$ cat src/hdl/ftld_pkg.sv
// ----------------------------------------------------------------------------
// ftld_pkg: shared types and constants of the takeoff and landing detector
// Holds the transfer payload structs, the configuration and state records,
// the flight phase codes and the configuration register indexes.
// ----------------------------------------------------------------------------
package ftld_pkg;

  // Flight phase codes.
  typedef enum logic [1:0] {
    PH_WAIT   = 2'd0,
    PH_FLIGHT = 2'd1,
    PH_LAND   = 2'd2
  } phase_t;

  // Configuration register indexes.
  localparam int unsigned CfgIdxW = 3;
  localparam logic [CfgIdxW-1:0] CFG_ALWAYS_START = 3'd0;
  localparam logic [CfgIdxW-1:0] CFG_START_THR    = 3'd1;
  localparam logic [CfgIdxW-1:0] CFG_LAND_THR     = 3'd2;
  localparam logic [CfgIdxW-1:0] CFG_TIMEOUT      = 3'd3;
  localparam logic [CfgIdxW-1:0] CFG_SPEED_THR    = 3'd4;

  // Milliseconds in one second, and the width of a timeout in milliseconds.
  localparam logic [17:0] MS_PER_S = 18'd1000;
  localparam int unsigned TmoW     = 18;

  // Reset values of the altitude extremes.
  localparam logic signed [15:0] MAX_ALT_RST = -16'sd32678;
  localparam logic signed [15:0] MIN_ALT_RST = 16'sd32677;

  // One input sample.
  typedef struct packed {
    logic signed [15:0] altitude_m;
    logic signed [15:0] climb_cms;
    logic               baro_valid;
    logic               gps_valid;
    logic [9:0]         speed_kph;
    logic [31:0]        now_ms;
  } in_item_t;

  // One result.
  typedef struct packed {
    logic [1:0]         phase;
    logic               took_off;
    logic               landed;
    logic [31:0]        duration_ms;
    logic signed [15:0] peak_alt_m;
    logic signed [15:0] lowest_alt_m;
    logic signed [15:0] best_climb_cms;
    logic signed [15:0] worst_sink_cms;
  } out_item_t;

  // Configuration registers.
  typedef struct packed {
    logic       always_start;
    logic [7:0] start_threshold_m;
    logic [7:0] land_threshold_m;
    logic [7:0] timeout_s;
    logic [7:0] speed_threshold_kph;
  } cfg_t;

  // Detector state carried from one sample to the next.
  typedef struct packed {
    phase_t             phase;
    logic signed [15:0] ref_altitude;
    logic [31:0]        ref_time;
    logic [31:0]        flight_start_time;
    logic signed [15:0] max_altitude;
    logic signed [15:0] min_altitude;
    logic signed [15:0] max_climb_rate;
    logic signed [15:0] max_sink_rate;
  } state_t;

endpackage

$ cat src/hdl/flight_takeoff_landing_detector.sv
// ----------------------------------------------------------------------------
// flight_takeoff_landing_detector: takeoff and landing detection per sample
// Flow: a sample transfer loads the input register, and its result then moves
// into the result register, from which it transfers; a stalled result holds
// both registers. Throughput: one sample per cycle while the result channel
// does not stall; the state update from the input register is combinational.
// Reset: synchronous, active low; phase returns to waiting, the reference,
// start time and extremes take their reset values and all settings clear.
// ----------------------------------------------------------------------------
module flight_takeoff_landing_detector (
  input  logic                          clk,
  input  logic                          rst_n,
  // Sample channel
  input  logic                          in_valid,
  output logic                          in_stall,
  input  ftld_pkg::in_item_t            in_data,
  // Result channel
  output logic                          out_valid,
  input  logic                          out_stall,
  output ftld_pkg::out_item_t           out_data,
  // Configuration write channel
  input  logic                          cfg_valid,
  output logic                          cfg_ready,
  input  logic [ftld_pkg::CfgIdxW-1:0]  cfg_index,
  input  logic [7:0]                    cfg_data
);

  ftld_pkg::cfg_t      cfg_r;
  ftld_pkg::state_t    state_r;
  ftld_pkg::state_t    state_nxt;
  ftld_pkg::in_item_t  s1_data_r;
  logic                s1_valid_r;
  ftld_pkg::out_item_t out_data_r;
  ftld_pkg::out_item_t res;
  logic                out_valid_r;
  logic                advance;
  logic                in_take;

  // The input register moves on whenever the result register is free or
  // its contents are being taken in this cycle.
  assign advance   = s1_valid_r && (!out_valid_r || !out_stall);
  assign in_stall  = s1_valid_r && !advance;
  assign in_take   = in_valid && !in_stall;
  assign cfg_ready = 1'b1;
  assign out_valid = out_valid_r;
  assign out_data  = out_data_r;

  // Configuration registers.
  always_ff @(posedge clk) begin
    if (!rst_n) begin
      cfg_r <= '0;
    end else if (cfg_valid && cfg_ready) begin
      case (cfg_index)
        ftld_pkg::CFG_ALWAYS_START: cfg_r.always_start        <= cfg_data[0];
        ftld_pkg::CFG_START_THR:    cfg_r.start_threshold_m   <= cfg_data;
        ftld_pkg::CFG_LAND_THR:     cfg_r.land_threshold_m    <= cfg_data;
        ftld_pkg::CFG_TIMEOUT:      cfg_r.timeout_s           <= cfg_data;
        ftld_pkg::CFG_SPEED_THR:    cfg_r.speed_threshold_kph <= cfg_data;
        default: begin
        end
      endcase
    end
  end

  // Input register.
  always_ff @(posedge clk) begin
    if (!rst_n) begin
      s1_valid_r <= 1'b0;
    end else if (in_take) begin
      s1_valid_r <= 1'b1;
    end else if (advance) begin
      s1_valid_r <= 1'b0;
    end
  end

  always_ff @(posedge clk) begin
    if (in_take) begin
      s1_data_r <= in_data;
    end
  end

  // Per-sample decision logic.
  ftld_step u_step (
    .cfg    (cfg_r),
    .st     (state_r),
    .item   (s1_data_r),
    .st_nxt (state_nxt),
    .res    (res)
  );

  // Detector state, updated once per sample as it enters the result register.
  always_ff @(posedge clk) begin
    if (!rst_n) begin
      state_r.phase             <= ftld_pkg::PH_WAIT;
      state_r.ref_altitude      <= '0;
      state_r.ref_time          <= '0;
      state_r.flight_start_time <= '0;
      state_r.max_altitude      <= ftld_pkg::MAX_ALT_RST;
      state_r.min_altitude      <= ftld_pkg::MIN_ALT_RST;
      state_r.max_climb_rate    <= '0;
      state_r.max_sink_rate     <= '0;
    end else if (advance) begin
      state_r <= state_nxt;
    end
  end

  // Result register.
  always_ff @(posedge clk) begin
    if (!rst_n) begin
      out_valid_r <= 1'b0;
    end else if (advance) begin
      out_valid_r <= 1'b1;
    end else if (!out_stall) begin
      out_valid_r <= 1'b0;
    end
  end

  always_ff @(posedge clk) begin
    if (advance) begin
      out_data_r <= res;
    end
  end

  // A landing result always reports the landed phase.
  a_landed_phase : assert property (@(posedge clk) disable iff (!rst_n)
    out_valid_r && out_data_r.landed |-> out_data_r.phase == ftld_pkg::PH_LAND)
    else $error("landing result without landed phase");

  // A takeoff result always reports the flying phase and never a landing.
  a_took_phase : assert property (@(posedge clk) disable iff (!rst_n)
    out_valid_r && out_data_r.took_off |->
      out_data_r.phase == ftld_pkg::PH_FLIGHT && !out_data_r.landed)
    else $error("takeoff result with wrong phase or landing");

  // The state changes only when a sample passes into the result register.
  a_state_hold : assert property (@(posedge clk) disable iff (!rst_n)
    !advance |=> $stable(state_r))
    else $error("state changed without a sample");

  // In always mode there is no automatic landing.
  a_no_autoland : assert property (@(posedge clk) disable iff (!rst_n)
    advance && cfg_r.always_start |-> !res.landed)
    else $error("landing detected in always mode");

endmodule

$ cat src/hdl/ftld_step.sv
// ----------------------------------------------------------------------------
// ftld_step: next-state and result logic for one sample
// Decides takeoff, reference refresh and landing from the current state and
// one sample, and tracks the altitude and climb extremes while flying.
// ----------------------------------------------------------------------------
module ftld_step (
  input  ftld_pkg::cfg_t     cfg,
  input  ftld_pkg::state_t   st,
  input  ftld_pkg::in_item_t item,
  output ftld_pkg::state_t   st_nxt,
  output ftld_pkg::out_item_t res
);

  logic [ftld_pkg::TmoW-1:0] tmo;
  logic [31:0]               tmo32;
  logic [31:0]               elapsed;
  logic                      tmo_over;
  logic signed [16:0]        diff;
  logic [16:0]               adiff;
  logic                      spd_on;
  logic                      spd_hi;
  logic                      spd_low;
  logic [31:0]               fst_land;

  // Timeout in milliseconds and the time since the reference.
  assign tmo      = {10'd0, cfg.timeout_s} * ftld_pkg::MS_PER_S;
  assign tmo32    = 32'(tmo);
  assign elapsed  = item.now_ms - st.ref_time;
  assign tmo_over = elapsed > tmo32;

  // Distance of the altitude from the reference.
  assign diff  = 17'(item.altitude_m) - 17'(st.ref_altitude);
  assign adiff = diff[16] ? 17'(-diff) : 17'(diff);

  // Speed tests; with no fix or a zero threshold the speed never counts high.
  assign spd_on  = (cfg.speed_threshold_kph != 8'd0) && item.gps_valid;
  assign spd_hi  = spd_on && (item.speed_kph > 10'(cfg.speed_threshold_kph));
  assign spd_low = !spd_on || (item.speed_kph < 10'(cfg.speed_threshold_kph));

  assign fst_land = st.flight_start_time + tmo32;

  // Phase decisions and extremes.
  always_comb begin
    st_nxt          = st;
    res.took_off    = 1'b0;
    res.landed      = 1'b0;
    res.duration_ms = 32'd0;

    if (cfg.always_start) begin
      if (item.baro_valid && st.phase == ftld_pkg::PH_WAIT) begin
        st_nxt.phase             = ftld_pkg::PH_FLIGHT;
        st_nxt.flight_start_time = item.now_ms;
        st_nxt.ref_altitude      = item.altitude_m;
        st_nxt.ref_time          = item.now_ms;
        res.took_off             = 1'b1;
      end
    end else begin
      // On the ground: look for a departure, else refresh the reference once the timeout has passed.
      if (item.baro_valid &&
          (st.phase == ftld_pkg::PH_WAIT || st.phase == ftld_pkg::PH_LAND)) begin
        if (cfg.start_threshold_m != 8'd0 &&
            adiff > 17'(cfg.start_threshold_m) && spd_hi) begin
          st_nxt.phase             = ftld_pkg::PH_FLIGHT;
          st_nxt.flight_start_time = item.now_ms;
          st_nxt.ref_altitude      = item.altitude_m;
          st_nxt.ref_time          = item.now_ms;
          res.took_off             = 1'b1;
        end else if (tmo_over) begin
          st_nxt.ref_time     = item.now_ms;
          st_nxt.ref_altitude = item.altitude_m;
        end
      end
      // In the air: land after staying still for longer than the timeout, else refresh the reference when moving.
      if (st.phase == ftld_pkg::PH_FLIGHT && cfg.land_threshold_m != 8'd0) begin
        if (adiff < 17'(cfg.land_threshold_m) && spd_low) begin
          if (tmo_over) begin
            st_nxt.flight_start_time = fst_land;
            st_nxt.phase             = ftld_pkg::PH_LAND;
            st_nxt.ref_time          = item.now_ms;
            res.duration_ms          = item.now_ms - fst_land;
            res.landed               = 1'b1;
          end
        end else begin
          st_nxt.ref_altitude = item.altitude_m;
          st_nxt.ref_time     = item.now_ms;
        end
      end
    end

    // Extremes follow the phase after this sample.
    if (st_nxt.phase == ftld_pkg::PH_FLIGHT) begin
      if (item.altitude_m > st.max_altitude) st_nxt.max_altitude = item.altitude_m;
      if (item.altitude_m < st.min_altitude) st_nxt.min_altitude = item.altitude_m;
      if (item.climb_cms > st.max_climb_rate) st_nxt.max_climb_rate = item.climb_cms;
      if (item.climb_cms < st.max_sink_rate) st_nxt.max_sink_rate = item.climb_cms;
    end

    res.phase          = st_nxt.phase;
    res.peak_alt_m     = st_nxt.max_altitude;
    res.lowest_alt_m   = st_nxt.min_altitude;
    res.best_climb_cms = st_nxt.max_climb_rate;
    res.worst_sink_cms = st_nxt.max_sink_rate;
  end

endmodule
$ cat config.mk
export PLATFORM = sky130hd
export DESIGN_NAME = flight_takeoff_landing_detector
export DESIGN_NICKNAME = d
export VERILOG_FILES = /design/src/hdl/ftld_pkg.sv /design/src/hdl/flight_takeoff_landing_detector.sv /design/src/hdl/ftld_step.sv
export SDC_FILE = /design/constraint.sdc
export NUM_CORES = 1
export LEC_CHECK = 0
export ABC_AREA = 1
export BUFFER_PORTS_ARGS = -buffer_cell sky130_fd_sc_hd__buf_4
export CORE_UTILIZATION = 40
export CTS_CLUSTER_DIAMETER = 80
export DETAILED_ROUTE_END_ITERATION = 6
export PLACE_DENSITY = 0.58
export SLEW_MARGIN = 20
export SYNTH_ARGS = -nofsm -noshare
export SYNTH_HDL_FRONTEND = slang
export SYNTH_SLANG_ARGS = --single-unit
$ cat constraint.sdc
create_clock -name clk -period 16.4 [get_ports clk]
set_input_delay 0.82 -clock clk [delete_from_list [all_inputs] [get_ports clk]]
set_output_delay 0.82 -clock clk [all_outputs]
set_load 0.05 [all_outputs]
==> impl_metrics.xml, run 1 <==
<?xml version="1.0" encoding="UTF-8"?>
<metrics>
  <group name="outcome">
    <metric name="run_status" unit="">complete, no violations</metric>
  </group>
  <group name="clock_network">
    <metric name="cts_num_sinks" unit="">357</metric>
    <metric name="post-cts-setup-buffers" unit="">0</metric>
    <metric name="cts_hold_buf" unit="">0</metric>
    <metric name="post_cts.resized_instances" unit="">0</metric>
    <metric name="clock-root-buffer" unit="">sky130_fd_sc_hd__clkbuf_16</metric>
    <metric name="clockBufferDepth" unit="">3</metric>
    <metric name="worst_setup_hold_path_clk_slew" unit="ps">60</metric>
    <metric name="cts_made_buffers" unit="">46</metric>
    <metric name="cts_tree" unit="">done</metric>
    <metric name="h-tree-depth" unit="">2</metric>
    <metric name="clk-insertion-delay-late" unit="ps">610</metric>
  </group>
  <group name="die">
    <metric name="placementRows" unit="">93</metric>
    <metric name="die-area" unit="um2">66000</metric>
    <metric name="chipHeight" unit="um">257</metric>
    <metric name="placeableCoreArea" unit="um2">64300</metric>
    <metric name="initial_utilization" unit="">0.404</metric>
    <metric name="dieWidth" unit="um">257</metric>
    <metric name="floorplan.io_pins" unit="">195</metric>
  </group>
  <group name="power">
    <metric name="static-leakage-power" unit="nW">14.1</metric>
    <metric name="p_per_area" unit="nW/um2">103</metric>
    <metric name="ir_worst_vdd" unit="mV">0.0778</metric>
  </group>
  <group name="critical_path">
    <metric name="critical-path-top-cell-by-count" unit="">sky130_fd_sc_hd__nand2_1</metric>
    <metric name="endpoint_kind" unit="">flip-flop</metric>
    <metric name="critical_path_data_required_time" unit="ps">16940</metric>
    <metric name="cp.arrival" unit="ps">8880</metric>
    <metric name="worst-path-max-fanout" unit="">62</metric>
    <metric name="critical-path-slowest-cell" unit="">sky130_fd_sc_hd__buf_4</metric>
    <metric name="rrSetupSlack" unit="ps">8060</metric>
    <metric name="highest_cell_delay_on_the_worst_timing_path" unit="ps">700</metric>
    <metric name="crit_path_category" unit="">reg -&gt; reg</metric>
    <metric name="timing.critical_path.from_type" unit="">flip-flop</metric>
  </group>
  <group name="detailed_routing">
    <metric name="number_of_vias_per_cell_after_detailed_routing" unit="">5.16</metric>
    <metric name="postRouteAntennaNets" unit="">0</metric>
    <metric name="first_pass_iters" unit="">5</metric>
    <metric name="drc_errors_left" unit="">0</metric>
    <metric name="wl_per_cell" unit="um">17.0</metric>
    <metric name="detail_route.wirelength" unit="um">78700</metric>
    <metric name="dr.first_iter.drc_count" unit="">1696</metric>
    <metric name="via_count" unit="">23896</metric>
  </group>
  <group name="finish">
    <metric name="final_core_utilization" unit="">0.463</metric>
    <metric name="commonest_cells_after_routing_fill_and_taps_aside" unit="">sky130_fd_sc_hd__nand2_1 (939), sky130_fd_sc_hd__inv_1 (522), sky130_fd_sc_hd__a21oi_1 (349)</metric>
    <metric name="ratio_of_cells_with_drive_above_1_in_the_final_layout" unit="">0.0948</metric>
    <metric name="syn2layout_area_growth" unit="%">14.5</metric>
    <metric name="nets" unit="">4081</metric>
    <metric name="final_common_cell" unit="">sky130_fd_sc_hd__nand2_1</metric>
    <metric name="antenna_cells_inserted" unit="">0</metric>
  </group>
  <group name="yosys">
    <metric name="post_synth_instance_area" unit="um2">26000</metric>
    <metric name="synth_fp_nets" unit="">3952</metric>
    <metric name="post_synthesis_sequential_element_count" unit="">357</metric>
    <metric name="synth_seq_area_share" unit="">0.343</metric>
    <metric name="synthesis.yosys.warnings" unit="">0</metric>
    <metric name="post_synth.cell_area_avg" unit="um2">7.20</metric>
    <metric name="ys_dominant_reg_cell" unit="">sky130_fd_sc_hd__dfxtp_1</metric>
    <metric name="post_synth_inst_count" unit="">3611</metric>
    <metric name="ys_types" unit="">53</metric>
    <metric name="async_flop_share" unit="">0</metric>
    <metric name="synth_enable_flop_cells" unit="">176</metric>
  </group>
  <group name="min_path">
    <metric name="hold_path.class" unit="">in -&gt; reg</metric>
  </group>
  <group name="sta">
    <metric name="worst_slack" unit="ps">8060</metric>
    <metric name="tightestPinTransition" unit="ps">1070</metric>
    <metric name="timing.final.crit_share" unit="">0.508</metric>
    <metric name="worst_rel_slew_slack" unit="">0.286</metric>
    <metric name="hold_viol_final" unit="">0</metric>
    <metric name="max_freq" unit="MHz">120</metric>
    <metric name="period_needed" unit="ps">8340</metric>
    <metric name="final_worst_clock_skew" unit="ps">33.8</metric>
    <metric name="grt_setup_unrepaired" unit="">no</metric>
    <metric name="fin_setup_tns" unit="ps">0</metric>
    <metric name="total_setup_violations_reported_at_the_end_of_the_flow" unit="">0</metric>
    <metric name="timing.final.max_slew_violations" unit="">0</metric>
  </group>
  <group name="global_routing">
    <metric name="grt_start_max_net_pins" unit="">91</metric>
    <metric name="grt_first_pass_wirelength" unit="um">124000</metric>
    <metric name="first_global_vias" unit="">22213</metric>
    <metric name="initial_antenna_violation_count" unit="">0</metric>
    <metric name="grt_use_total" unit="">0.235</metric>
    <metric name="grt_overflow" unit="">0</metric>
  </group>
  <group name="job">
    <metric name="maxCapViolations" unit="">0</metric>
  </group>
  <group name="placed_design">
    <metric name="post-dp-hpwl" unit="um">56400</metric>
    <metric name="pre_cts_ws" unit="ps">8030</metric>
    <metric name="place.gp.congestion" unit="">0.964</metric>
    <metric name="buffer_ports.inserted" unit="">193</metric>
  </group>
</metrics>
-- path summary, 6_finish.rpt --
| check | startpoint | to | cells past startpoint |
|---|---|---|---|
| setup / recovery | cfg_r[9]$_SDFFE_PN0P_ | state_r[41]$_SDFFE_PN1P_ | 40 |
| hold / removal | in_data[17] | s1_data_r[17]$_DFFE_PP_ | 1 |
| setup reg to reg | cfg_r[9]$_SDFFE_PN0P_ | state_r[41]$_SDFFE_PN1P_ | 40 |
| hold reg to reg | state_r[98]$_SDFFE_PN0P_ | state_r[98]$_SDFFE_PN0P_ | 2 |
-- where the power goes --
group          switching [mW]  total (mW)  internal [mW]
logic                   0.582       0.886          0.304
clock network           0.436        1.13          0.698
registers              0.0504        1.05           1.00
total                    1.07        3.07           2.00
-- critical path, delay by kind of cell (launching register included) --
kind	cells	cell delay [ps]
simple gates	19	2230
buf+inv	6	1570
fa+ha+maj	6	2440
compound gates	7	1090
xor+xnor	2	350
flops	1	570
-- kinds of logic after synthesis --
family,synth area share
AOI/OAI and AO/OA,0.152
xor gates and xnor gates,0.0256
adders and majority gates,0.127
buffers and inverters,0.101
DFF,0.343
other,0.000144
and+or+nand+nor,0.251
-- flip-flops by register name, indices dropped and copies added, names as in the netlist --
| register | count |
|---|---|
| cfg_r | 33 |
| out_data | 100 |
| out_valid | 1 |
| s1_data_r | 76 |
| s1_valid_r | 1 |
| state_r | 146 |
-- layer usage --
metal  part of all wire  global-route usage  up-vias
met5                  0                   0        -
met3              0.054              0.0337      112
met4              0.028              0.0693        0
met1               0.46               0.321    10924
li1                   -                   -    12244
met2               0.46               0.384      616
-- cell usage after synthesis (3+ instances only) --
cell type,count,share of area
sky130_fd_sc_hd__nand2_1,941,0.14
sky130_fd_sc_hd__o21a_1,8,0.0023
sky130_fd_sc_hd__a21oi_2,26,0.0088
sky130_fd_sc_hd__nand4_1,100,0.024
sky130_fd_sc_hd__inv_2,9,0.0013
sky130_fd_sc_hd__o221ai_1,3,0.0010
sky130_fd_sc_hd__a21oi_1,350,0.067
sky130_fd_sc_hd__nand3_1,214,0.041
sky130_fd_sc_hd__dfxtp_1,181,0.14
sky130_fd_sc_hd__buf_2,33,0.0064
sky130_fd_sc_hd__a31oi_1,24,0.0058
sky130_fd_sc_hd__clkbuf_1,69,0.010
sky130_fd_sc_hd__clkinv_1,3,0.00043
sky130_fd_sc_hd__nand3b_1,12,0.0035
sky130_fd_sc_hd__xnor2_1,23,0.0078
sky130_fd_sc_hd__o21ai_1,20,0.0039
sky130_fd_sc_hd__nand2_2,9,0.0022
sky130_fd_sc_hd__edfxtp_1,176,0.20
sky130_fd_sc_hd__nor4_1,9,0.0022
sky130_fd_sc_hd__nor2_1,206,0.030
sky130_fd_sc_hd__inv_1,523,0.076
sky130_fd_sc_hd__fa_1,25,0.019
sky130_fd_sc_hd__or2_2,8,0.0019
sky130_fd_sc_hd__nor3_1,23,0.0044
sky130_fd_sc_hd__buf_1,6,0.00087
sky130_fd_sc_hd__buf_4,13,0.0038
sky130_fd_sc_hd__xor2_1,53,0.018
sky130_fd_sc_hd__buf_6,7,0.0030
sky130_fd_sc_hd__o211ai_1,18,0.0052
sky130_fd_sc_hd__or2_1,3,0.00072
sky130_fd_sc_hd__and2_1,4,0.00096
sky130_fd_sc_hd__a21o_1,10,0.0029
sky130_fd_sc_hd__nand3_2,3,0.0012
sky130_fd_sc_hd__ha_1,224,0.11
sky130_fd_sc_hd__o21bai_1,14,0.0040
sky130_fd_sc_hd__o21ai_0,231,0.044
sky130_fd_sc_hd__a21boi_0,8,0.0023
-- cell type report --
type                       instances  area, um2
clock buffer                      55       1260
clock inverter                    31        444
fill                            6555      34600
inverter                         535       2010
multi-input combinational       2591      14500
sequential                       357       8910
tap                              855       1070
timing repair buffer             209       1590
-- per-stage QoR --
stage / cells / total power [mW] / hold WS (ps) / instance area [um2]
3_5_place_dp: 4546 / 1.94 / 455 / 28000
4_1_cts: 4632 / 3.09 / 353 / 29700
3_3_place_gp: 4546 / 1.94 / 452 / 28000
5_1_grt: 4633 / 3.25 / 363 / 29800
6_report: 4633 / 3.07 / 384 / 29800
2_1_floorplan: 3611 / 1.71 / 441 / 26000
(Power assumes the default switching activity.)
==> run 2: changes to the inputs <==
- ABC_AREA: 1 -> 0
- clock period: 16.4 -> 8.6 ns (I/O delays scaled with it)
==> run 2 against run 1 <==
  * Via count is 20% lower
  * Non-clock buffer count increased by 148
  * Die area is 10% lower
  * Cell area fell by 4.5%
  * Cell count decreased by 23%
  * Critical path type unchanged
  * Critical endpoint is now out_data[95]$_SDFFCE_PP0P_
  * Highest routed layer unchanged
==> impl_metrics.xml, run 2 <==
<?xml version="1.0" encoding="UTF-8"?>
<metrics>
  <group name="die">
    <metric name="die-area" unit="um2">59400</metric>
    <metric name="chipHeight" unit="um">244</metric>
    <metric name="initial_utilization" unit="">0.405</metric>
    <metric name="placementRows" unit="">88</metric>
    <metric name="floorplan.io_pins" unit="">195</metric>
    <metric name="dieWidth" unit="um">244</metric>
    <metric name="placeableCoreArea" unit="um2">57700</metric>
  </group>
  <group name="yosys">
    <metric name="ys_types" unit="">87</metric>
    <metric name="post_synthesis_cell_type_with_the_largest_combined_area" unit="">sky130_fd_sc_hd__edfxtp_1</metric>
    <metric name="post_synth.cell_area_avg" unit="um2">9.51</metric>
    <metric name="synthDominantCellAreaShare" unit="">0.226</metric>
    <metric name="synth_seq_area_share" unit="">0.381</metric>
    <metric name="post_synth_inst_count" unit="">2455</metric>
    <metric name="ys_dominant_reg_cell" unit="">sky130_fd_sc_hd__dfxtp_1</metric>
    <metric name="synth_fp_nets" unit="">2796</metric>
    <metric name="yosys-top-cells-count" unit="">sky130_fd_sc_hd__inv_1 (231), sky130_fd_sc_hd__ha_1 (224), sky130_fd_sc_hd__nor2_1 (201), sky130_fd_sc_hd__a21oi_1 (198), sky130_fd_sc_hd__nand2_1 (183)</metric>
    <metric name="synth_enable_flop_cells" unit="">176</metric>
    <metric name="post_synthesis_sequential_element_count" unit="">357</metric>
    <metric name="synthesis.yosys.warnings" unit="">0</metric>
    <metric name="post_synth_instance_area" unit="um2">23400</metric>
    <metric name="yosysMostFrequentCell" unit="">sky130_fd_sc_hd__inv_1</metric>
    <metric name="synth_area_leaders" unit="">sky130_fd_sc_hd__edfxtp_1 (23%), sky130_fd_sc_hd__dfxtp_1 (16%), sky130_fd_sc_hd__ha_1 (12%)</metric>
    <metric name="async_flop_share" unit="">0</metric>
  </group>
  <group name="clock_network">
    <metric name="cts_made_buffers" unit="">42</metric>
    <metric name="h-tree-depth" unit="">2</metric>
    <metric name="clockBufferDepth" unit="">3</metric>
    <metric name="cts_tree" unit="">done</metric>
    <metric name="clock-root-buffer" unit="">sky130_fd_sc_hd__clkbuf_16</metric>
    <metric name="clk-insertion-delay-late" unit="ps">590</metric>
    <metric name="cts_num_sinks" unit="">357</metric>
    <metric name="worst_setup_hold_path_clk_slew" unit="ps">60</metric>
  </group>
  <group name="finish">
    <metric name="antenna_cells_inserted" unit="">0</metric>
    <metric name="largest_register_ffs" unit="">146</metric>
    <metric name="multi_input_comb_area" unit="um2">13300</metric>
    <metric name="final_common_cell" unit="">sky130_fd_sc_hd__buf_4</metric>
    <metric name="final_core_utilization" unit="">0.493</metric>
    <metric name="syn2layout_area_growth" unit="%">21.7</metric>
    <metric name="fillCellCount" unit="">5338</metric>
    <metric name="regMostFlops" unit="">state_r</metric>
    <metric name="nets" unit="">3112</metric>
    <metric name="storage_cell_area" unit="um2">8910</metric>
    <metric name="commonest_cells_after_routing_fill_and_taps_aside" unit="">sky130_fd_sc_hd__buf_4 (297), sky130_fd_sc_hd__inv_1 (227), sky130_fd_sc_hd__ha_1 (223)</metric>
    <metric name="ratio_of_cells_with_drive_above_1_in_the_final_layout" unit="">0.184</metric>
  </group>
  <group name="global_routing">
    <metric name="grt_start_max_net_pins" unit="">93</metric>
    <metric name="grt_first_pass_wirelength" unit="um">100000</metric>
    <metric name="grt_use_total" unit="">0.210</metric>
    <metric name="grt_overflow" unit="">0</metric>
    <metric name="first_global_vias" unit="">18532</metric>
    <metric name="initial_antenna_violation_count" unit="">0</metric>
  </group>
  <group name="detailed_routing">
    <metric name="first_pass_iters" unit="">7</metric>
    <metric name="postRouteAntennaNets" unit="">0</metric>
    <metric name="number_of_vias_per_cell_after_detailed_routing" unit="">5.34</metric>
    <metric name="detail_route.wirelength" unit="um">63300</metric>
    <metric name="drc_errors_left" unit="">0</metric>
    <metric name="wl_per_cell" unit="um">17.7</metric>
    <metric name="dr.first_iter.drc_count" unit="">1167</metric>
    <metric name="via_count" unit="">19078</metric>
  </group>
  <group name="critical_path">
    <metric name="critical_path_data_required_time" unit="ps">8940</metric>
    <metric name="crit_path_category" unit="">reg -&gt; reg</metric>
    <metric name="cp.arrival" unit="ps">8840</metric>
    <metric name="worst-path-max-fanout" unit="">3</metric>
    <metric name="endpoint_kind" unit="">flip-flop</metric>
    <metric name="worst_r2r_path_depth" unit="">36</metric>
    <metric name="critical-path-slowest-cell" unit="">sky130_fd_sc_hd__fa_1</metric>
    <metric name="critical-path-top-cell-by-count" unit="">sky130_fd_sc_hd__a21oi_2</metric>
    <metric name="timing.critical_path.from_type" unit="">flip-flop</metric>
    <metric name="highest_cell_delay_on_the_worst_timing_path" unit="ps">530</metric>
  </group>
  <group name="placed_design">
    <metric name="post-dp-hpwl" unit="um">46300</metric>
    <metric name="place.gp.congestion" unit="">0.894</metric>
    <metric name="buffer_ports.inserted" unit="">193</metric>
  </group>
  <group name="sta">
    <metric name="timing.final.crit_share" unit="">0.989</metric>
    <metric name="timing.final.max_slew_violations" unit="">0</metric>
    <metric name="period_needed" unit="ps">8510</metric>
    <metric name="worst_rel_slew_slack" unit="">0.284</metric>
    <metric name="max_freq" unit="MHz">118</metric>
    <metric name="tightestPinTransition" unit="ps">1070</metric>
    <metric name="whs" unit="ps">26.8</metric>
    <metric name="grt_setup_unrepaired" unit="">yes</metric>
    <metric name="final_worst_clock_skew" unit="ps">26.5</metric>
    <metric name="total_setup_violations_reported_at_the_end_of_the_flow" unit="">0</metric>
    <metric name="fin_setup_tns" unit="ps">0</metric>
    <metric name="hold_viol_final" unit="">0</metric>
  </group>
  <group name="power">
    <metric name="ir_worst_vdd" unit="mV">0.161</metric>
    <metric name="p_per_area" unit="nW/um2">167</metric>
    <metric name="static-leakage-power" unit="nW">11.8</metric>
  </group>
  <group name="outcome">
    <metric name="run_status" unit="">complete, no violations</metric>
  </group>
  <group name="job">
    <metric name="maxCapViolations" unit="">0</metric>
  </group>
  <group name="min_path">
    <metric name="min_delay_path_depth" unit="">1</metric>
    <metric name="hold_path.class" unit="">in -&gt; reg</metric>
  </group>
</metrics>
## run 2: cell count changes in the layout (fill, tap and decap cells not counted), sizes merged, moves of 81 or more
cell / previous run / this run
buf: 209 / 306
nand2: 951 / 187
inv: 539 / 232
nand3: 218 / 67
o21ai: 251 / 82
mux2i: 0 / 81
a21oi: 376 / 202
## run 2: metal layers
metal  track usage  vias up  wire length (um)
met5             0        -                 0
met4        0.0632        0              1650
met3        0.0375      106              3600
met2         0.335      517             28400
met1         0.288     9029             29600
li1              -     9426                 -
## run 2: final timing paths
path / end / slack [ps] / from
max reg2reg: out_data[95]$_SDFFCE_PP0P_ / 90 / cfg_r[10]$_SDFFE_PN0P_
min reg2reg: state_r[70]$_SDFFE_PN0P_ / 460 / state_r[70]$_SDFFE_PN0P_
max: out_data[95]$_SDFFCE_PP0P_ / 90 / cfg_r[10]$_SDFFE_PN0P_
min: s1_data_r[70]$_DFFE_PP_ / 30 / in_data[70]
## run 2: repair_timing
item | 4_1_cts | 5_1_grt
setup endpoints to repair | 3 | 112
hold buffers | 51 | 0
pin swaps | 24 | 33
setup buffers | 25 | 2
cloned | 0 | 0
resized for setup | 16 | 35
endpoints found under the hold margin | 51 | 0
## run 2: final cells by class
type | count | share of cell area
Multi-Input combinational cell | 1781 | 0.468
Sequential cell | 357 | 0.314
Timing Repair Buffer | 357 | 0.100
Clock buffer | 54 | 0.0404
Tap cell | 765 | 0.0337
Inverter | 232 | 0.0309
Clock inverter | 24 | 0.0133
## run 2: metrics by stage
stage | worst slack, ps | std cells | instance area [um2] | total power [mW]
finish | 93.2 | 3570 | 28400 | 4.75
global route | -325 | 3570 | 28400 | 4.96
CTS | 26.0 | 3568 | 28300 | 4.78
detailed placement | -477 | 3414 | 26000 | 2.75
global placement | -311 | 3414 | 26000 | 2.74
floorplan | 0.917 | 2455 | 23400 | 2.50
## run 2: kinds of logic after synthesis
family / synth area share
and+or+nand+nor: 0.152
other: 0.000161
muxes: 0.0715
AOI/OAI and AO/OA: 0.154
xor gates and xnor gates: 0.0409
DFF: 0.381
buffers and inverters: 0.0566
adders and majority gates: 0.143
## run 2: worst max-delay path, delay by kind of cell (launching register included)
kind            cells  cell delay [ps]
compound gates     12             2110
xor+xnor            3              520
flops               1              320
fa+ha+maj          10             3780
simple gates        7             1170
buf+inv             4              370
## run 2: where the power goes
part	internal (mW)	total, mW	leakage [nW]	switching, mW
sequential	1.84	1.90	3.13	0.0585
combinational	0.370	0.875	7.89	0.505
clock	1.22	1.97	0.741	0.755
